===== src/rtl/wcs_pkg.sv =====
package wcs_pkg;

	localparam int PACKETS_PER_CHUNK = 512;
	localparam int CAP_INT = (PACKETS_PER_CHUNK > 1023) ? 1023 : PACKETS_PER_CHUNK;

	localparam logic [9:0]  CAP           = 10'(CAP_INT);
	localparam logic [10:0] CHUNK_END     = 11'(PACKETS_PER_CHUNK);
	localparam logic [10:0] ROUND_MAX     = 11'd2047;
	localparam logic [9:0]  MIN_THRESHOLD = 10'd2;
	localparam logic [1:0]  DUP_TRIGGER   = 2'd2;

	localparam logic [1:0] ACT_START   = 2'd0;
	localparam logic [1:0] ACT_ACK     = 2'd1;
	localparam logic [1:0] ACT_TIMEOUT = 2'd2;

	localparam logic [1:0] TIMER_LEAVE   = 2'd0;
	localparam logic [1:0] TIMER_STOP    = 2'd1;
	localparam logic [1:0] TIMER_RESTART = 2'd2;

	localparam logic [1:0] CFG_INITIAL_WINDOW    = 2'd0;
	localparam logic [1:0] CFG_INITIAL_THRESHOLD = 2'd1;

	localparam logic [9:0] RESET_INITIAL_WINDOW    = 10'd1;
	localparam logic [9:0] RESET_INITIAL_THRESHOLD = 10'd64;

	typedef struct packed {
		logic        active;
		logic [9:0]  window;
		logic [9:0]  threshold;
		logic [9:0]  last_acked;
		logic [1:0]  duplicate_count;
		logic [10:0] round_mark;
		logic [9:0]  next_to_send;
		logic [9:0]  send_limit;
	} state_t;

	typedef struct packed {
		logic [9:0] initial_window;
		logic [9:0] initial_threshold;
	} cfg_t;

	typedef struct packed {
		logic [9:0] send_first;
		logic [9:0] send_count;
		logic       transfer_done;
		logic [1:0] timer_command;
		logic [9:0] window_now;
	} result_t;

	localparam state_t STATE_RESET = '{
		active:          1'b0,
		window:          10'd1,
		threshold:       10'd64,
		last_acked:      10'd0,
		duplicate_count: 2'd0,
		round_mark:      11'd0,
		next_to_send:    10'd0,
		send_limit:      10'd0
	};

	function automatic logic [9:0] sat_cap(input logic [10:0] v);
		return (v > {1'b0, CAP}) ? CAP : v[9:0];
	endfunction

	function automatic logic [10:0] sat_round(input logic [11:0] v);
		return (v > {1'b0, ROUND_MAX}) ? ROUND_MAX : v[10:0];
	endfunction

endpackage


===== src/rtl/window_congestion_sender.sv =====
// Congestion-window sender for one chunk transfer. Each transaction on the
// input channel is a start, a cumulative ACK or a timer expiry, and yields
// exactly one result: the run of packet indices to send now, a timer command
// and the window after the event. Sustained rate, set by the combinational
// window/pointer state update, is one event per cycle while the receiver takes
// each result. An event waits in the input register until the result register
// is free; its result is then held there until the receiver takes it. While a
// result waits, at most one further event is taken into the input register
// and the input then stalls until the result is taken. Configuration writes
// take effect for the next start event and are accepted in every cycle.
module window_congestion_sender import wcs_pkg::*; (
	input  logic       clk,
	input  logic       arst_n,

	input  logic       cfg_valid,
	output logic       cfg_ready,
	input  logic [1:0] cfg_index,
	input  logic [9:0] cfg_data,

	input  logic       in_valid,
	output logic       in_ready,
	input  logic [1:0] action,
	input  logic [9:0] ack_number,

	output logic       out_valid,
	input  logic       out_ready,
	output logic [9:0] send_first,
	output logic [9:0] send_count,
	output logic       transfer_done,
	output logic [1:0] timer_command,
	output logic [9:0] window_now
);

	cfg_t       cfg_q;
	state_t     state_q;
	state_t     state_nxt;
	result_t    res_nxt;
	result_t    res_q;
	logic       valid_s1;
	logic [1:0] action_s1;
	logic [9:0] ack_s1;
	logic       out_valid_q;
	logic       advance;

	assign cfg_ready = 1'b1;
	assign advance   = valid_s1 && (!out_valid_q || out_ready);
	assign in_ready  = !valid_s1 || advance;

	always_ff @(posedge clk or negedge arst_n) begin
		if (!arst_n) begin
			cfg_q.initial_window    <= RESET_INITIAL_WINDOW;
			cfg_q.initial_threshold <= RESET_INITIAL_THRESHOLD;
		end else if (cfg_valid) begin
			unique case (cfg_index)
				CFG_INITIAL_WINDOW:    cfg_q.initial_window    <= cfg_data;
				CFG_INITIAL_THRESHOLD: cfg_q.initial_threshold <= cfg_data;
				default: ;
			endcase
		end
	end

	// capture the event
	always_ff @(posedge clk or negedge arst_n) begin
		if (!arst_n) begin
			valid_s1 <= 1'b0;
		end else if (in_valid && in_ready) begin
			valid_s1 <= 1'b1;
		end else if (advance) begin
			valid_s1 <= 1'b0;
		end
	end

	always_ff @(posedge clk) begin
		if (in_valid && in_ready) begin
			action_s1 <= action;
			ack_s1    <= ack_number;
		end
	end

	wcs_step u_step (
		.cur        (state_q),
		.cfg        (cfg_q),
		.action     (action_s1),
		.ack_number (ack_s1),
		.nxt        (state_nxt),
		.res        (res_nxt)
	);

	always_ff @(posedge clk or negedge arst_n) begin
		if (!arst_n) begin
			state_q     <= STATE_RESET;
			out_valid_q <= 1'b0;
		end else begin
			if (advance)
				state_q <= state_nxt;
			if (advance)
				out_valid_q <= 1'b1;
			else if (out_ready)
				out_valid_q <= 1'b0;
		end
	end

	always_ff @(posedge clk) begin
		if (advance)
			res_q <= res_nxt;
	end

	assign out_valid     = out_valid_q;
	assign send_first    = res_q.send_first;
	assign send_count    = res_q.send_count;
	assign transfer_done = res_q.transfer_done;
	assign timer_command = res_q.timer_command;
	assign window_now    = res_q.window_now;

endmodule


===== src/rtl/wcs_step.sv =====
module wcs_step import wcs_pkg::*; (
	input  state_t     cur,
	input  cfg_t       cfg,
	input  logic [1:0] action,
	input  logic [9:0] ack_number,
	output state_t     nxt,
	output result_t    res
);

	logic [9:0]  start_win;
	logic [9:0]  slow_win;
	logic [9:0]  inc_win;
	logic [9:0]  half_win;
	logic [9:0]  collapse_thr;
	logic [9:0]  ack_gap;
	logic        send;

	always_comb begin
		ack_gap      = ack_number - cur.last_acked;
		start_win    = (cfg.initial_window == 10'd0) ? 10'd1 : cfg.initial_window;
		start_win    = (start_win > CAP) ? CAP : start_win;
		slow_win     = sat_cap({1'b0, cur.window} + {1'b0, ack_gap});
		inc_win      = sat_cap({1'b0, cur.window} + 11'd1);
		half_win     = cur.window >> 1;
		collapse_thr = (half_win >= MIN_THRESHOLD) ? half_win : MIN_THRESHOLD;

		nxt               = cur;
		send              = 1'b0;
		res.transfer_done = 1'b0;
		res.timer_command = TIMER_LEAVE;

		unique case (action)
			ACT_START: begin
				nxt.active          = 1'b1;
				nxt.window          = start_win;
				nxt.threshold       = cfg.initial_threshold;
				nxt.last_acked      = 10'd0;
				nxt.duplicate_count = 2'd0;
				nxt.round_mark      = 11'd0;
				nxt.next_to_send    = 10'd0;
				nxt.send_limit      = start_win;
				send                = 1'b1;
			end
			ACT_ACK: begin
				if (cur.active) begin
					priority if ({1'b0, ack_number} == CHUNK_END) begin
						res.timer_command = TIMER_STOP;
						res.transfer_done = 1'b1;
						nxt.active        = 1'b0;
					end else if (ack_number > cur.last_acked) begin
						nxt.last_acked      = ack_number;
						nxt.duplicate_count = 2'd0;
						if (cur.window < cur.threshold) begin
							nxt.window     = slow_win;
							nxt.round_mark = sat_round({2'b0, ack_number} + {2'b0, slow_win});
						end else if ({1'b0, ack_number} >= cur.round_mark) begin
							nxt.window     = inc_win;
							nxt.round_mark = sat_round({1'b0, cur.round_mark} + {2'b0, inc_win});
						end
						if (ack_number > cur.next_to_send)
							nxt.next_to_send = ack_number;
						nxt.send_limit = sat_cap({1'b0, ack_number} + {1'b0, nxt.window});
						send           = 1'b1;
					end else if (ack_number == cur.last_acked) begin
						if (cur.duplicate_count == DUP_TRIGGER) begin
							nxt.duplicate_count = 2'd0;
							nxt.next_to_send    = ack_number;
							nxt.threshold       = collapse_thr;
							nxt.window          = 10'd1;
							nxt.send_limit      = sat_cap({1'b0, ack_number} + 11'd1);
							send                = 1'b1;
						end else begin
							nxt.duplicate_count = cur.duplicate_count + 2'd1;
						end
					end
				end
			end
			ACT_TIMEOUT: begin
				if (cur.active) begin
					nxt.next_to_send    = cur.last_acked;
					nxt.duplicate_count = 2'd0;
					nxt.threshold       = collapse_thr;
					nxt.window          = 10'd1;
					nxt.send_limit      = sat_cap({1'b0, cur.last_acked} + 11'd1);
					send                = 1'b1;
				end
			end
			default: ;
		endcase

		res.send_first = nxt.next_to_send;
		res.send_count = 10'd0;
		if (send) begin
			res.timer_command = TIMER_RESTART;
			if (nxt.send_limit > nxt.next_to_send) begin
				res.send_count   = nxt.send_limit - nxt.next_to_send;
				nxt.next_to_send = nxt.send_limit;
			end
		end
		res.window_now = nxt.window;
	end

endmodule


===== config.mk =====
export PLATFORM = sky130hd
export DESIGN_NAME = window_congestion_sender
export DESIGN_NICKNAME = d
export VERILOG_FILES = /design/src/rtl/wcs_pkg.sv /design/src/rtl/window_congestion_sender.sv /design/src/rtl/wcs_step.sv
export SDC_FILE = /design/constraint.sdc
export NUM_CORES = 1
export LEC_CHECK = 0
export ABC_AREA = 1
export BUFFER_PORTS_ARGS = -buffer_cell sky130_fd_sc_hd__buf_2
export CAP_MARGIN = 20
export CORE_ASPECT_RATIO = 0.7
export CORE_MARGIN = 5
export CORE_UTILIZATION = 40
export CTS_BUF_LIST = sky130_fd_sc_hd__clkbuf_16
export DETAILED_ROUTE_END_ITERATION = 8
export GPL_ROUTABILITY_DRIVEN = 0
export GPL_TIMING_DRIVEN = 0
export PLACE_DENSITY_LB_ADDON = 0.12
export SLEW_MARGIN = 40
export SYNTH_ARGS = -nofsm -noshare
export SYNTH_HDL_FRONTEND = slang
export SYNTH_SLANG_ARGS = --single-unit

===== constraint.sdc =====
create_clock -name clk -period 7.45 [get_ports clk]
set_input_delay 1.49 -clock clk [delete_from_list [all_inputs] [get_ports clk]]
set_output_delay 1.49 -clock clk [all_outputs]
set_load 0.01 [all_outputs]

==> results.json, run 1 <==
{
  "status": "finished, final reports clean",
  "post_drt_wl_per_cell_um": 18.33,
  "worst_slew_pin_slew_ps": 736.3,
  "grt_pass1_wl_um": 57910,
  "cp-end-kind": "flip-flop",
  "crit_required_ps": 7790,
  "portBuffers": 63,
  "postSynthAreaPerCell_um2": 6.984,
  "layout_commonest_cell": "nand2_1",
  "synth_nets": 1731,
  "path_class": "flip-flop to flip-flop",
  "synth.top_cell.area_share": 0.1834,
  "grt_max_degree": 48,
  "startpoint_type": "flip-flop",
  "hp-class": "flip-flop to flip-flop",
  "report.final.slew_viol_count": 0,
  "synth_top_cell_by_area": "dfrtp_1",
  "start_util": 0.4040,
  "yosys_warnings": 0,
  "setup_viol": 0,
  "drt_iter0_markers": 1087,
  "regArea_um2": 3511,
  "clk_latency_ps": 450,
  "cellPowerDensity_nw_per_um2": 548.7,
  "drc_errors": 0,
  "path_max_fanout": 6,
  "hpwl_um": 29040,
  "cp_common_cell": "nand2_1",
  "cp.buffers_inverters": 6,
  "cpMaxStageDelayCell": "edfxtp_1",
  "antenna_found_initial": 0,
  "ys_ff_latch": 131,
  "rows": 51,
  "die_area_um2": 31470,
  "placed_cell_area_um2": 12000,
  "arrival_ps": 7620,
  "vias_per_cell": 5.281,
  "clk_path_buf_depth": 2,
  "period_share": 0.9769,
  "drive_gt1_frac": 0.1650,
  "power_mw": 7.337,
  "cts_buffers": 17,
  "hold_buffers": 0,
  "async_reset_ff_frac": 0.6565,
  "core_region_area_um2": 27690,
  "root_buffer": "clkbuf_16",
  "area_growth_syn_to_layout_pct": 19.53,
  "ant_nets": 0,
  "nFillCells": 2855,
  "synthFlopType": "dfrtp_1",
  "n_antenna_cell": 0,
  "critPathTopFamily": "simple AND/OR/NAND/NOR gates",
  "critPathMaxStageDelay_ps": 510,
  "irDropWorstVdd_mv": 0.2332,
  "power.leakage_nw": 6.708,
  "slew_headroom": 0.4964,
  "cts.clk_slew.worst_paths_ps": 70,
  "gr-total-overflow": 0,
  "cts_tree": "yes",
  "io_pins": 65,
  "nets": 1855,
  "syn-cell-area_um2": 11190,
  "wl_um": 38690,
  "cap_violations": 0,
  "skew_ps": 10.70,
  "dr_total_vias": 11142,
  "ys_types": 57,
  "die_h_um": 149.9,
  "post-route-min-period_ps": 7278,
  "die-width_um": 209.9,
  "grt_pass1_vias": 10177,
  "timing.fmax_ghz": 0.1374,
  "multiInputGateArea_um2": 7028,
  "cts-htree-levels": 4,
  "synth.area.top_cells": "dfrtp_1 18%, nand2_1 15%, edfxtp_1 12%",
  "hold_viol": 0,
  "mostFrequentLayoutCells": "425 x nand2_1, 229 x inv_1, 135 x nor2_1",
  "synth-seq-area-share": 0.3136,
  "syn-instance-count": 1602,
  "synth_edf_count": 45,
  "grt_usage": 0.2401,
  "clock-sinks": 131,
  "firstDrtPassIters": 5,
  "finalInstanceArea_um2": 13370
}
[cell type report]
type                            count  area share
Buffer                             35     0.01338
Clock inverter                     15    0.009918
Inverter                          251     0.07195
Sequential cell                   131      0.2625
Timing Repair Buffer              105     0.05015
Multi-Input combinational cell   1185      0.5255
Tap cell                          371     0.03471
Clock buffer                       17     0.03181
[worst register-to-register path, delay by kind of cell (launching register included)]
| kind | cells | cell delay [ps] |
|---|---|---|
| and+or+nand+nor | 24 | 2450 |
| AOI/OAI and AO/OA | 13 | 2060 |
| adders and majority gates | 5 | 1370 |
| buffers and inverters | 6 | 630 |
| DFF | 1 | 510 |
| xor gates and xnor gates | 1 | 210 |
[sequential cells by signal (all words and copies together) (netlist names)]
signal,count
send_first,10
action_s1,2
ack_s1,10
state_q,64
out_valid,1
send_count,10
valid_s1,1
cfg_q,20
transfer_done,1
timer_command,2
window_now,10
[per-stage QoR]
step	TNS (ps)	worst slack (ps)	hold slack (ps)	util	cells
2_1_floorplan	0	677.6	449.2	-	1602
3_3_place_gp	-21720	-1251	465.8	0.4321	2036
3_5_place_dp	-21820	-1251	467.1	0.4333	2037
4_1_cts	0	0.8828	483.2	0.4600	2083
5_1_grt	-1504	-172.7	505.6	0.4829	2110
6_report	0	172.3	483.9	0.4829	2110
[report_power, final]
part | leakage (nW) | switching (mW) | internal, mW
Combinational | 4.90 | 3.30 | 2.01
Sequential | 1.53 | 0.204 | 0.988
Clock | 0.279 | 0.397 | 0.441
Total | 6.71 | 3.90 | 3.43
[layer usage]
layer	track usage	wire length, µm	share of wire
met1	0.3654	19180	0.50
met2	0.3348	15710	0.41
met3	0.06580	3306	0.085
met4	0.05641	496	0.013
met5	0	0	0
[worst paths after layout]
| path | slack (ps) | from | cells after the start | end |
|---|---|---|---|---|
| max | 170 | ack_s1[2]$_DFFE_PP_ | 49 | state_q[15]$_DFFE_PN0P_ |
| max in group asynchronous | 5850 | arst_n | 2 | cfg_q[10]$_DFFE_PN1P_ |
| min reg2reg | 480 | state_q[8]$_DFFE_PN0P_ | 2 | state_q[8]$_DFFE_PN0P_ |
| min | 480 | state_q[8]$_DFFE_PN0P_ | 2 | state_q[8]$_DFFE_PN0P_ |
| min in group asynchronous | 960 | arst_n | 1 | state_q[28]$_DFFE_PN0P_ |
| max reg2reg | 170 | ack_s1[2]$_DFFE_PP_ | 49 | state_q[15]$_DFFE_PN0P_ |
[kinds of logic after synthesis]
| family | Yosys count | synth area share |
|---|---|---|
| simple gates | 810 | 0.3189 |
| buf+inv | 286 | 0.09987 |
| compound gates | 230 | 0.1170 |
| flops | 131 | 0.3136 |
| fa+ha+maj | 100 | 0.1159 |
| xor+xnor | 44 | 0.03444 |
| other cells | 1 | 0.0003352 |
[synth_stat cells (4+ instances only)]
master and count:
inv_1 239, o21bai_1 6, nand4_1 32, buf_2 6, o21ai_0 81, a22oi_1 10, edfxtp_1 45, a31oi_1 13
xnor2_1 16, clkbuf_1 22, nor4_1 4, a21o_1 4, clkinv_1 4, fa_1 6, nand3_2 7, nand3b_1 7
nand2_1 441, or2_2 4, nor2_4 4, o211ai_1 8, a211oi_1 8, ha_1 94, nand2_2 6, dfstp_2 4
nor3_1 12, nor2_2 8, a21oi_1 68, nand3_1 130, o21ai_1 18, dfrtp_1 82, inv_2 7, xor2_1 28
nor2_1 137, nand2_4 4
[what timing repair did]
item / CTS / global route
setup endpoints to repair: 20 / 20
setup buffers: 14 / 26
resized for setup: 27 / 89
endpoints found under the hold margin: 0 / 0
pin swaps: 6 / 43
gates cloned: 0 / 1
Note: power is estimated with default switching activity, not from simulation.
==> run 2, diff against run 1 <==
- BUFFER_PORTS_ARGS: -buffer_cell sky130_fd_sc_hd__buf_2 -> not set
- DONT_BUFFER_PORTS: not set -> 1
==> run 2 against run 1 <==
Sequential share of layout area is 0.58 points higher. Non-clock buffer count decreased by 67. Critical path depth unchanged. Sequential power grew 3%. First-iteration DRC count is 0.74% lower. Final cell count down 3.2%. Largest cell class unchanged.
==> results.json, run 2 (synthesis gave the netlist of run 1 again) <==
{
  "status": "finished, final reports clean",
  "power.leakage_nw": 6.430,
  "slew_headroom": 0.4858,
  "dr_total_vias": 10894,
  "path_class": "flip-flop to flip-flop",
  "gr-total-overflow": 0,
  "drc_errors": 0,
  "crit_cells": 49,
  "path_max_fanout": 8,
  "crit_required_ps": 7780,
  "drive_gt1_frac": 0.1364,
  "root_buffer": "clkbuf_16",
  "skew_ps": 10.83,
  "timing.fmax_ghz": 0.1403,
  "die_h_um": 149.9,
  "cts-htree-levels": 4,
  "portBuffers": 0,
  "hp-class": "flip-flop to flip-flop",
  "fin_cells": 2043,
  "hold_viol": 0,
  "clk_latency_ps": 450,
  "cp-end-kind": "flip-flop",
  "wl_um": 38760,
  "cp.buffers_inverters": 8,
  "rsz0062_at_grt": "yes",
  "crit_start": "ack_s1[2]$_DFFE_PP_",
  "clk_path_buf_depth": 2,
  "firstDrtPassIters": 5,
  "start_util": 0.4040,
  "layout_commonest_cell": "nand2_1",
  "critPathTopFamily": "simple AND/OR/NAND/NOR gates",
  "cts_tree": "yes",
  "clock-sinks": 131,
  "drt_iter0_markers": 1079,
  "top_register": "state_q",
  "irDropWorstVdd_mv": 0.2518,
  "die_area_um2": 31470,
  "reg2reg_from": "ack_s1[2]$_DFFE_PP_",
  "cellPowerDensity_nw_per_um2": 571.9,
  "hold_buffers": 0,
  "report.final.slew_viol_count": 0,
  "hpwl_um": 28930,
  "post-route-min-period_ps": 7127,
  "mostFrequentLayoutCells": "422 x nand2_1, 226 x inv_1, 134 x nor2_1",
  "vias_per_cell": 5.332,
  "cts.clk_slew.worst_paths_ps": 70,
  "period_share": 0.9566,
  "setup.worst_path.end": "state_q[17]$_DFFE_PN0P_",
  "n_antenna_cell": 0,
  "grt_usage": 0.2417,
  "placed_cell_area_um2": 11650,
  "nets": 1788,
  "r2r_slack_ps": 320,
  "critPathMaxStageDelay_ps": 500,
  "rows": 51,
  "io_pins": 65,
  "cpMaxStageDelayCell": "edfxtp_1",
  "cts_buffers": 17,
  "cp_common_cell": "nand2_4",
  "antenna_found_initial": 0,
  "cap_violations": 0,
  "post-place-ws_ps": -1275,
  "reg.largest.list": "state_q: 64 flops, cfg_q: 20 flops",
  "grt_pass1_wl_um": 57970,
  "r2r-end": "state_q[17]$_DFFE_PN0P_",
  "worst_slew_pin_slew_ps": 771.3,
  "largest_register_ffs": 64,
  "grt_pass1_vias": 9738,
  "dp_cells": 1973,
  "core_region_area_um2": 27690,
  "ant_nets": 0,
  "finalInstanceArea_um2": 13080,
  "arrival_ps": 7460,
  "die-width_um": 209.9,
  "setup_viol": 0,
  "layout_setup_ws_ps": 323.2,
  "post_drt_wl_per_cell_um": 18.97,
  "r2r_cells": 49,
  "grt_max_degree": 87,
  "startpoint_type": "flip-flop",
  "power_mw": 7.483,
  "area_growth_syn_to_layout_pct": 16.94
}
-- run 2: how the worst min path moves through the flow --
| stage | startpoint | to | slack (ps) | cells after the start |
|---|---|---|---|---|
| after global routing | state_q[3]$_DFFE_PN0P_ | state_q[3]$_DFFE_PN0P_ | 500 | 2 |
| after floorplan | state_q[7]$_DFFE_PN0P_ | state_q[7]$_DFFE_PN0P_ | 450 | 2 |
| after CTS | state_q[7]$_DFFE_PN0P_ | state_q[7]$_DFFE_PN0P_ | 490 | 2 |
| after global placement | state_q[6]$_DFFE_PN0P_ | state_q[6]$_DFFE_PN0P_ | 470 | 2 |
| after detailed placement | state_q[3]$_DFFE_PN0P_ | state_q[3]$_DFFE_PN0P_ | 470 | 2 |
| final | state_q[7]$_DFFE_PN0P_ | state_q[7]$_DFFE_PN0P_ | 480 | 2 |
-- run 2: where the power goes --
| part | leakage [nW] | switching [mW] | internal (mW) |
|---|---|---|---|
| Combinational | 4.59 | 3.30 | 2.05 |
| Clock | 0.307 | 0.379 | 0.529 |
| Sequential | 1.53 | 0.239 | 0.992 |
| Total | 6.43 | 3.91 | 3.57 |
-- run 2: tightest hold or removal path, stage by stage, from the launching register on --
cell     delay, ps
dfrtp_1        340
nand2_1         60
nand2_1         50
-- run 2: what timing repair did --
action                                  in CTS  in global routing
endpoints found under the setup margin      20                 20
resized for setup                           30                 93
cloned                                       0                  1
hold endpoints to repair                     0                  0
setup buffers                               16                 21
pin swaps                                    8                 51
-- run 2: layout make-up --
class                   instances  area (µm²)
multi-input cells            1185        7036
repair buffers                 38       306.5
well taps                     371       464.2
clock inverters                12       125.1
fillers                      2872       14610
plain buffers                  35       178.9
flip-flops and latches        131        3511
inverters                     251       962.2
clock buffers                  20       500.5
-- run 2: per-layer routing --
metal  GRT usage  wire [µm]
met1      0.3820      19440
met2      0.3334      15640
met4     0.05641        671
met3     0.04883       3006
met5           0          0
-- run 2: through the flow --
step / hold slack [ps] / TNS [ps] / utilization
floorplan: 449.2 / 0 / -
global placement: 466.4 / -22000 / 0.4208
detailed placement: 467.5 / -22620 / 0.4208
CTS: 487.1 / 0 / 0.4515
global route: 500.3 / -767.1 / 0.4724
finish: 482.2 / 0 / 0.4724
